--- config.mk ---
export PLATFORM = sky130hd
export DESIGN_NAME = regret_matching_infoset_core
export DESIGN_NICKNAME = d
export VERILOG_FILES = /design/src/rtl/rmi_pkg.sv /design/src/rtl/regret_matching_infoset_core.sv /design/src/rtl/rmi_div.sv
export SDC_FILE = /design/constraint.sdc
export NUM_CORES = 2
export LEC_CHECK = 0
export BUFFER_PORTS_ARGS = -buffer_cell sky130_fd_sc_hd__buf_2
export CORE_MARGIN = 1
export CORE_UTILIZATION = 30
export DETAILED_ROUTE_END_ITERATION = 7
export PLACE_DENSITY = 0.48
export SLEW_MARGIN = 30
export SYNTH_ARGS = -nofsm -noshare
export SYNTH_HDL_FRONTEND = slang
export SYNTH_HIERARCHICAL = 1
export SYNTH_SLANG_ARGS = --single-unit
--- constraint.sdc ---
create_clock -name clk -period 24.5 [get_ports clk]
set_input_delay 6.125 -clock clk [delete_from_list [all_inputs] [get_ports clk]]
set_output_delay 6.125 -clock clk [all_outputs]
set_load 0.05 [all_outputs]
--- src/rtl/rmi_pkg.sv ---
`default_nettype none
package rmi_pkg;
  localparam int MaxActions = 8;
  localparam int IdxW = 3;
  localparam int RegW = 48;
  localparam int SumW = 48;
  localparam int ProbW = 17;
  localparam int TotW = 52;
  localparam int NumW = 68;

  localparam logic [1:0] KIND_ADD = 2'd0;
  localparam logic [1:0] KIND_UPDATE = 2'd1;
  localparam logic [1:0] KIND_ACCUM = 2'd2;
  localparam logic [1:0] KIND_READ = 2'd3;

  localparam logic [0:0] CFG_NUM_ACTIONS = 1'd0;
  localparam logic [0:0] CFG_OWN_POSITION = 1'd1;

  function automatic logic [ProbW-1:0] uniform_prob(input logic [3:0] n);
    logic [ProbW-1:0] r;
    begin
      case (n)
        4'd1: r = 17'd65536;
        4'd2: r = 17'd32768;
        4'd3: r = 17'd21845;
        4'd4: r = 17'd16384;
        4'd5: r = 17'd13107;
        4'd6: r = 17'd10922;
        4'd7: r = 17'd9362;
        4'd8: r = 17'd8192;
        default: r = 17'd65536;
      endcase
      return r;
    end
  endfunction
endpackage
`default_nettype wire

--- src/rtl/regret_matching_infoset_core.sv ---
`default_nettype none
// Steps: add regret updates one store, accumulate walks every action, and update
// and read average sum the stores, then divide for each action; zero totals skip
// the divider. Throughput: one transaction at a time,
// in_stall high until the item is done; each result waits until taken.
// Synchronous active-low reset clears all stores and the strategy flag and sets
// config to 2 actions, out of position.
module regret_matching_infoset_core (
  input  wire logic        clk,
  input  wire logic        rst_n,
  input  wire logic        in_valid,
  output logic             in_stall,
  input  wire logic [1:0]  in_kind,
  input  wire logic [3:0]  in_action_index,
  input  wire logic signed [31:0] in_regret_value,
  input  wire logic        in_use_reach,
  input  wire logic [16:0] in_reach_oop,
  input  wire logic [16:0] in_reach_ip,
  output logic             out_valid,
  input  wire logic        out_stall,
  output logic [2:0]       out_out_action,
  output logic [16:0]      out_avg_probability,
  output logic             out_last,
  input  wire logic        cfg_we,
  input  wire logic [0:0]  cfg_index,
  input  wire logic [3:0]  cfg_data
);
  typedef enum logic [2:0] {
    S_IDLE, S_ADD, S_SUM, S_DIVGO, S_DIVWAIT, S_EMIT, S_ACC
  } state_t;

  state_t state_r;
  logic [3:0] num_actions_r;
  logic own_position_r;
  logic signed [rmi_pkg::RegW-1:0] regret_r [rmi_pkg::MaxActions];
  logic [rmi_pkg::ProbW-1:0] strat_r [rmi_pkg::MaxActions];
  logic [rmi_pkg::SumW-1:0] sum_r [rmi_pkg::MaxActions];
  logic strat_set_r;
  logic [1:0] kind_r;
  logic [3:0] idx_r;
  logic signed [31:0] val_r;
  logic [16:0] reach_r;
  logic weighted_r;
  logic [3:0] n_r;
  logic [rmi_pkg::IdxW-1:0] i_r;
  logic [rmi_pkg::TotW-1:0] tot_r;
  logic div_start, div_done;
  logic [rmi_pkg::ProbW-1:0] div_q;

  logic [3:0] n_eff;
  assign n_eff = (num_actions_r == 4'd0) ? 4'd1 :
                 (num_actions_r > 4'd8) ? 4'd8 : num_actions_r;

  logic last_i;
  assign last_i = ({1'b0, i_r} == n_r - 4'd1);

  logic signed [rmi_pkg::RegW:0] reg_add;
  assign reg_add = {regret_r[idx_r[2:0]][rmi_pkg::RegW-1], regret_r[idx_r[2:0]]}
                 + {{17{val_r[31]}}, val_r};

  logic [rmi_pkg::SumW-1:0] sel_val;
  always_comb begin
    if (kind_r == rmi_pkg::KIND_UPDATE)
      sel_val = regret_r[i_r][rmi_pkg::RegW-1] ? '0 : regret_r[i_r];
    else
      sel_val = sum_r[i_r];
  end

  logic [rmi_pkg::ProbW-1:0] cur_p;
  assign cur_p = strat_set_r ? strat_r[i_r] : rmi_pkg::uniform_prob(n_r);
  logic [33:0] wprod;
  assign wprod = reach_r * cur_p;
  logic [rmi_pkg::ProbW-1:0] acc_add;
  assign acc_add = weighted_r ? wprod[32:16] : cur_p;
  logic [rmi_pkg::SumW:0] sum_add;
  assign sum_add = {1'b0, sum_r[i_r]} + {32'd0, acc_add};

  assign div_start = (state_r == S_DIVGO) && (tot_r != '0);

  rmi_div u_div (
    .clk(clk), .rst_n(rst_n), .start(div_start),
    .numer({sel_val, 20'd0} >> 4), .denom(tot_r),
    .done(div_done), .quot(div_q)
  );

  assign in_stall = (state_r != S_IDLE);

  always_ff @(posedge clk) begin
    if (!rst_n) begin
      state_r <= S_IDLE;
      num_actions_r <= 4'd2;
      own_position_r <= 1'b0;
      strat_set_r <= 1'b0;
      out_valid <= 1'b0;
      for (int k = 0; k < rmi_pkg::MaxActions; k++) begin
        regret_r[k] <= '0;
        strat_r[k] <= '0;
        sum_r[k] <= '0;
      end
    end else begin
      if (cfg_we) begin
        case (cfg_index)
          rmi_pkg::CFG_NUM_ACTIONS: num_actions_r <= cfg_data;
          rmi_pkg::CFG_OWN_POSITION: own_position_r <= cfg_data[0];
          default: ;
        endcase
      end
      case (state_r)
        S_IDLE: begin
          if (in_valid) begin
            kind_r <= in_kind;
            idx_r <= in_action_index;
            val_r <= in_regret_value;
            weighted_r <= in_use_reach;
            reach_r <= (own_position_r ? in_reach_ip : in_reach_oop) > 17'd65536 ?
                       17'd65536 : (own_position_r ? in_reach_ip : in_reach_oop);
            n_r <= n_eff;
            i_r <= '0;
            tot_r <= '0;
            case (in_kind)
              rmi_pkg::KIND_ADD: state_r <= S_ADD;
              rmi_pkg::KIND_ACCUM: state_r <= S_ACC;
              default: state_r <= S_SUM;
            endcase
          end
        end
        S_ADD: begin
          if (idx_r < n_r) begin
            if (reg_add[rmi_pkg::RegW] != reg_add[rmi_pkg::RegW-1])
              regret_r[idx_r[2:0]] <= reg_add[rmi_pkg::RegW] ?
                {1'b1, {(rmi_pkg::RegW-1){1'b0}}} : {1'b0, {(rmi_pkg::RegW-1){1'b1}}};
            else
              regret_r[idx_r[2:0]] <= reg_add[rmi_pkg::RegW-1:0];
          end
          state_r <= S_IDLE;
        end
        S_ACC: begin
          sum_r[i_r] <= sum_add[rmi_pkg::SumW] ? '1 : sum_add[rmi_pkg::SumW-1:0];
          i_r <= i_r + 1'b1;
          if (last_i) state_r <= S_IDLE;
        end
        S_SUM: begin
          tot_r <= tot_r + {4'd0, sel_val};
          i_r <= i_r + 1'b1;
          if (last_i) begin
            i_r <= '0;
            state_r <= S_DIVGO;
          end
        end
        S_DIVGO: begin
          if (tot_r == '0) begin
            if (kind_r == rmi_pkg::KIND_UPDATE) begin
              strat_set_r <= 1'b0;
              state_r <= S_IDLE;
            end else begin
              out_valid <= 1'b1;
              out_out_action <= i_r;
              out_avg_probability <= rmi_pkg::uniform_prob(n_r);
              out_last <= last_i;
              state_r <= S_EMIT;
            end
          end else begin
            state_r <= S_DIVWAIT;
          end
        end
        S_DIVWAIT: begin
          if (div_done) begin
            if (kind_r == rmi_pkg::KIND_UPDATE) begin
              strat_r[i_r] <= div_q;
              i_r <= i_r + 1'b1;
              if (last_i) begin
                strat_set_r <= 1'b1;
                state_r <= S_IDLE;
              end else begin
                state_r <= S_DIVGO;
              end
            end else begin
              out_valid <= 1'b1;
              out_out_action <= i_r;
              out_avg_probability <= div_q;
              out_last <= last_i;
              state_r <= S_EMIT;
            end
          end
        end
        S_EMIT: begin
          if (!out_stall) begin
            out_valid <= 1'b0;
            i_r <= i_r + 1'b1;
            state_r <= last_i ? S_IDLE : S_DIVGO;
          end
        end
        default: state_r <= S_IDLE;
      endcase
    end
  end

`ifndef ASSERT_OFF
  a_out_only_emit: assert property (@(posedge clk) disable iff (!rst_n)
    out_valid |-> state_r == S_EMIT) else $error("result outside emit");
  a_busy_stall: assert property (@(posedge clk) disable iff (!rst_n)
    (state_r != S_IDLE) |-> in_stall) else $error("accepting while busy");
  a_div_once: assert property (@(posedge clk) disable iff (!rst_n)
    div_done |-> state_r == S_DIVWAIT) else $error("stray divider result");
`endif
endmodule
`default_nettype wire

--- src/rtl/rmi_div.sv ---
`default_nettype none
module rmi_div (
  input  wire logic                        clk,
  input  wire logic                        rst_n,
  input  wire logic                        start,
  input  wire logic [rmi_pkg::NumW-1:0]    numer,
  input  wire logic [rmi_pkg::TotW-1:0]    denom,
  output logic                             done,
  output logic [rmi_pkg::ProbW-1:0]        quot
);
  // restoring divider; quotient is known to fit 17 bits, so 17 steps
  logic [rmi_pkg::TotW:0] rem_r, rem_nxt;
  logic [rmi_pkg::NumW-1:0] num_r, num_nxt;
  logic [rmi_pkg::ProbW-1:0] q_r, q_nxt;
  logic [rmi_pkg::TotW-1:0] den_r;
  logic [4:0] cnt_r, cnt_nxt;
  logic busy_r, busy_nxt, done_nxt;
  logic [rmi_pkg::TotW:0] trial;

  always_comb begin
    rem_nxt = rem_r;
    num_nxt = num_r;
    q_nxt = q_r;
    cnt_nxt = cnt_r;
    busy_nxt = busy_r;
    done_nxt = 1'b0;
    trial = {rem_r[rmi_pkg::TotW-1:0], num_r[rmi_pkg::NumW-1]};
    if (start) begin
      // top 51 bits of numerator are below the denominator
      rem_nxt = {2'b0, numer[rmi_pkg::NumW-1:rmi_pkg::ProbW]};
      num_nxt = {numer[rmi_pkg::ProbW-1:0], {(rmi_pkg::NumW-rmi_pkg::ProbW){1'b0}}};
      q_nxt = '0;
      cnt_nxt = 5'd17;
      busy_nxt = 1'b1;
    end else if (busy_r) begin
      num_nxt = {num_r[rmi_pkg::NumW-2:0], 1'b0};
      if (trial >= {1'b0, den_r}) begin
        rem_nxt = trial - {1'b0, den_r};
        q_nxt = {q_r[rmi_pkg::ProbW-2:0], 1'b1};
      end else begin
        rem_nxt = trial;
        q_nxt = {q_r[rmi_pkg::ProbW-2:0], 1'b0};
      end
      cnt_nxt = cnt_r - 5'd1;
      if (cnt_r == 5'd1) begin
        busy_nxt = 1'b0;
        done_nxt = 1'b1;
      end
    end
  end

  always_ff @(posedge clk) begin
    if (!rst_n) begin
      busy_r <= 1'b0;
      done <= 1'b0;
      cnt_r <= '0;
    end else begin
      busy_r <= busy_nxt;
      done <= done_nxt;
      cnt_r <= cnt_nxt;
    end
    rem_r <= rem_nxt;
    num_r <= num_nxt;
    q_r <= q_nxt;
    if (start) den_r <= denom;
  end

  assign quot = q_r;
endmodule
`default_nettype wire
# Word-level counts from Yosys, hierarchy flattened
# Memories as Yosys holds them, arrays and structs flattened. A register that Yosys moved wholly into a read port is not among the register bits.
# Cells that the tools add are included.
[classes]
addsub = 7
multipliers = 1
order_cmp = 4
n_eq_ne = 22
muxes = 96
n_bitwise = 4
reduce_logical = 28
[ops]
columns = ["operator", "n"]
rows = [
  ["$mux W48", 6],
  ["$mux W47", 3],
  ["$mux W17", 8],
  ["$mux W68", 2],
  ["$mux W52", 2],
  ["$pmux W52 S2", 1],
  ["$reduce_or A48 Y1", 2],
  ["$mux W3", 23],
  ["$ge A53 B52 Y1", 1],
  ["$add A52 B48 Y52", 1],
  ["$logic_not A52 Y1", 1],
  ["$reduce_bool A52 Y1", 1],
  ["$sub A52 B52 Y52", 1],
  ["$add A48 B17 Y49", 1],
  ["$add A48 B32 Y49", 1],
  ["$mux W1", 39],
  ["$pmux W17 S2", 1],
  ["$mul A17 B17 Y33", 1],
  ["$ne A2 B2 Y1 const B", 9],
  ["$pmux W3 S6", 1],
  ["$reduce_and A6 Y1", 3],
  ["$gt A17 B17 Y1 const B", 1],
  ["$reduce_or A17 Y1", 1],
  ["$pmux W3 S5", 1],
  ["35 further kinds", 51],
]
[word_totals]
register_bits = 275
mem_bits_rw = 904
mem_bits_ro = 544
input_bits = 83
output_inout_bits = 23
elab_cells = 193
mem_count = 5
[mem_list]
columns = ["memory", "depth", "width", "read_ports", "rd_ports_with_merged_regs", "wr", "line_no", "source"]
rows = [
  ["regret_r", 8, 48, 2, 2, 8, "regret_matching_infoset_core.sv:35", "logic signed [rmi_pkg::RegW-1:0] regret_r [rmi_pkg::MaxActions];"],
  ["sum_r", 8, 48, 1, 1, 8, "regret_matching_infoset_core.sv:37", "logic [rmi_pkg::SumW-1:0] sum_r [rmi_pkg::MaxActions];"],
  ["(no name shown)", 16, 17, 1, 0, 0, "rmi_pkg.sv:22", "case (n)"],
  ["(no name shown)", 16, 17, 1, 0, 0, "rmi_pkg.sv:22", ""],
  ["strat_r", 8, 17, 1, 1, 8, "regret_matching_infoset_core.sv:36", "logic [rmi_pkg::ProbW-1:0] strat_r [rmi_pkg::MaxActions];"],
]

# Longest topological paths before layout
[depth]
word_depth = 10
depth_mapped = 47
mapped_depth_nobuf = 42

# Cells and area by module
# Netlist, hierarchy kept.
[modules_own_cells]
columns = ["module", "instances", "cells_each", "area_per_inst_um2", "seq_area_each_um2"]
rows = [
  ["regret_matching_infoset_core", 1, 5270, 65062.4, 31550.3],
  ["rmi_div", 1, 940, 9192.6, 4103.9],
]

# Least setup slack after synthesis
# OpenSTA, ideal clock, no wires.
[synth_path]
path_type = "reg-to-reg"
start = "register with a tool-made name"
end = "memory sum_r[0][22] (netlist name), data pin"
t_arrival_ps = 10486
path_slack_ps = 13746
stages_incl_launch_ff = 41
path_cell_list = "dfxtp_1 buf_2 buf_2 buf_2 buf_2 buf_1 clkbuf_1 mux2i_1 a21oi_1 buf_2 nand2_1 fa_1 inv_1 fa_1 fa_1 fa_1 fa_1 inv_1 [5 not listed] nor3b_1 a31o_2 o41ai_1 xnor2_1 mux2_2 ha_1 nand2_1 o21ai_0 or3_1 a311oi_1 o31ai_1 nand4b_4 nor2_1 and2_1 buf_2 buf_4 nor2_1 nor2_1"
[synth_lines]
columns = ["item", "line_no"]
rows = [
  ["end: declaration", "regret_matching_infoset_core.sv:37"],
]

==> impl_metrics.ini <==
[cts]
numCtsBuffers = 138
cts_resized = 0
cts_sinks = 1201
cts_tree = yes
cts_max_level = 4
path_clk_slew_ps = 60
holdBufCountCts = 0
clk_latency_ps = 810
cts_buffer_depth = 3
post_cts_buffers = 0
cts-root-buf = clkbuf_16

[die]
die_w_um = 500
initial_utilization_pct = 30.2
num_rows = 182
io_pins = 106
die_h_um = 500
die_area_mm2 = 0.250
core_area_mm2 = 0.246

[synthesis]
synthCells = 6210
ys_seq_elements = 1201
synth_ff_type = edfxtp_1
synth-edff-count = 1160
async_flop_share_pct = 0
ys_seq_area_share_pct = 48.0
avgSynthCellArea_um2 = 12.0
synth_area_mm2 = 0.0743
ys_warn_count = 6
synth_cell_types = 109

[setup_path]
slowest_stage = dfxtp_4
end_kind = flip-flop
slowest_delay_ps = 830
cp_max_fo = 35
cp_data_arrival_time_ps = 12460
required_ps = 25000
startpoint_type = flip-flop
crit_top_cell = fa_1
critPathKind = reg -> reg

[global_routing]
track_usage_pct = 18.7
antenna_found_initial = 6
grt_pass1_vias = 52253
grt_max_degree = 105
grt_overflow_total = 0
grt_pass1_wl_mm = 350

[final_layout]
mostFrequentLayoutCells = 1160 x edfxtp_1, 659 x nor2_1, 488 x a21oi_1, 415 x inv_1, 386 x nand2_1
layout.nets = 6793
syn_to_final_growth_pct = 11.8
layout-drive-gt1-share_pct = 16.1
final_common_cell = edfxtp_1

[placement]
dp_hpwl_mm = 149
io_buffers = 105
gp_congestion = 0.858

[sta]
fin_worst_skew_ps = 49.1
max_slew.worst_pin.slew_ps = 1050
fin_tns_setup_ps = 0
hold_ws_ps = 491
relSlewSlack_pct = 30.2
rsz0062_at_grt = false
fin_crit_sh_pct = 48.8
slew_viol_final = 0
finalCriticalPeriod_ps = 11950
setup_violations = 0
max_freq_mhz = 83.7
hold_viol = 0

[power]
power_frac_clock_pct = 23.1
vdd.ir_drop.worst_mv = 0.123
leakage_nw = 30.9
power_w = 0.00933
swShare_pct = 42.8
intPower_w = 0.00534
seq_power_share_pct = 28.4
p_comb_share_pct = 48.5
netSwitchingPower_w = 0.00399
powerDensity_mw_per_mm2 = 112

[job]
cap_violations = 0

[worst_hold_path]
hold_class = reg -> reg

[detailed_routing]
drt_iter0_markers = 4427
drc = 0
drt_pass1_iterations = 6
drt-total-wl_mm = 237
final_antenna_net_count = 0
vias = 51099
wl_per_cell_um = 24.8
avgViaCountPerCell = 5.35

[outcome]
status = complete, no violations
[kinds of logic (layout without fill, tap and decap cells)]
group | Yosys count | count (layout) | share of synthesized area (%)
AOI/OAI and AO/OA | 1199 | 1199 | 10.1
xor gates and xnor gates | 188 | 188 | 2.23
adders and majority gates | 507 | 507 | 10.8
muxes | 564 | 564 | 13.2
and+or+nand+nor | 1751 | 1751 | 11.1
other | 1 | 25 | 0.00505
buffers and inverters | 799 | 888 | 4.43
DFF | 1201 | 1201 | 48.0
[layer usage]
layer	part of all wire (%)	track usage, %
met5	0.0055	0
met3	5.9	2.84
met2	48	31.4
met1	44	25.1
met4	2.4	4.89
[final timing paths]
check	depth (start not counted)	slack, ps	end	start
setup / recovery	33	12550	sum_r[5][43]	flip-flop
hold / removal	0	490	u_div/den_r[14]	tot_r[14]
setup reg to reg	33	12550	sum_r[5][43]	flip-flop
hold reg to reg	0	490	u_div/den_r[14]	tot_r[14]
[sequential cells by signal (all words and copies together), names as in the netlist, 4 cells and up, named ones only]
| signal | count |
|---|---|
| strat_r | 136 |
| u_div/quot | 17 |
| sum_r | 384 |
| u_div/rem_r | 52 |
| n_r | 4 |
| regret_r | 384 |
| idx_r | 4 |
| val_r | 32 |
| u_div/num_r | 17 |
| out_avg_probability | 17 |
| num_actions_r | 4 |
| tot_r | 52 |
| u_div/cnt_r | 5 |
| reach_r | 17 |
| u_div/den_r | 52 |
[critical path: cells and delay by family, from the launching register on]
family,cells,cell delay [ps]
buf+inv,4,230
fa+ha+maj,8,3890
flops,1,830
mux,4,1400
compound gates,8,3200
xor+xnor,1,270
simple gates,8,1900
[cell usage after synthesis (8+ instances only)]
library cell / instances / area, um2
and3_1: 30 / 188
mux4_2: 320 / 7210
o21ai_1: 22 / 110
a21o_1: 97 / 728
o21bai_2: 9 / 101
mux2i_1: 140 / 1400
nand4_1: 43 / 269
o21bai_1: 34 / 255
dfxtp_1: 41 / 821
nor2_1: 667 / 2500
ha_1: 282 / 3530
o21ai_0: 140 / 701
fa_1: 225 / 4500
edfxtp_1: 1160 / 34800
buf_1: 29 / 109
o21a_1: 26 / 195
nand2b_1: 34 / 213
nor4_1: 34 / 213
xnor2_1: 124 / 1090
nor3_1: 59 / 295
nand3_1: 69 / 345
mux2_2: 102 / 1150
and2_1: 276 / 1730
buf_2: 93 / 465
o21ai_2: 33 / 289
inv_1: 416 / 1560
a21oi_1: 493 / 2470
a211o_1: 8 / 70.1
nor3b_1: 12 / 90.1
o22ai_1: 114 / 713
nor2b_1: 33 / 206
nand3b_1: 9 / 67.6
nand2_1: 415 / 1560
clkbuf_1: 237 / 890
a31oi_1: 47 / 294
or3_1: 20 / 125
o211ai_1: 20 / 150
buf_6: 12 / 135
a21boi_0: 9 / 67.6
xor2_1: 63 / 552
o31ai_1: 9 / 67.6
a221o_1: 12 / 120
a211oi_1: 25 / 188
[layout make-up]
| type | count | area, um2 |
|---|---|---|
| Antenna cell | 5 | 12.5 |
| Sequential cell | 1201 | 35700 |
| Timing Repair Buffer | 217 | 1450 |
| Fill cell | 24595 | 163000 |
| Multi-Input combinational cell | 4229 | 35700 |
| Clock inverter | 77 | 987 |
| Inverter | 416 | 1560 |
| Tap cell | 3220 | 4030 |
| Clock buffer | 178 | 3650 |
[power by group through the flow]
stage          clock, W  combinational (W)  sequential [W]
6_report        0.00216            0.00452         0.00265
5_1_grt         0.00227            0.00494         0.00267
4_1_cts         0.00220            0.00453         0.00266
3_5_place_dp          0            0.00450         0.00270
3_3_place_gp          0            0.00450         0.00269
2_1_floorplan         0            0.00326         0.00256
[per-stage QoR]
step	instances	cell area, um2	setup slack, ps	utilization (%)
5_1_grt	9538	83000	11770	33.8
2_1_floorplan	6229	74300	13750	-
6_report	9543	83000	12550	33.8
3_3_place_gp	9279	78300	12540	31.8
3_5_place_dp	9280	78300	12470	31.8
4_1_cts	9535	83000	12390	33.7
Power figures use the tool's default switching activity.
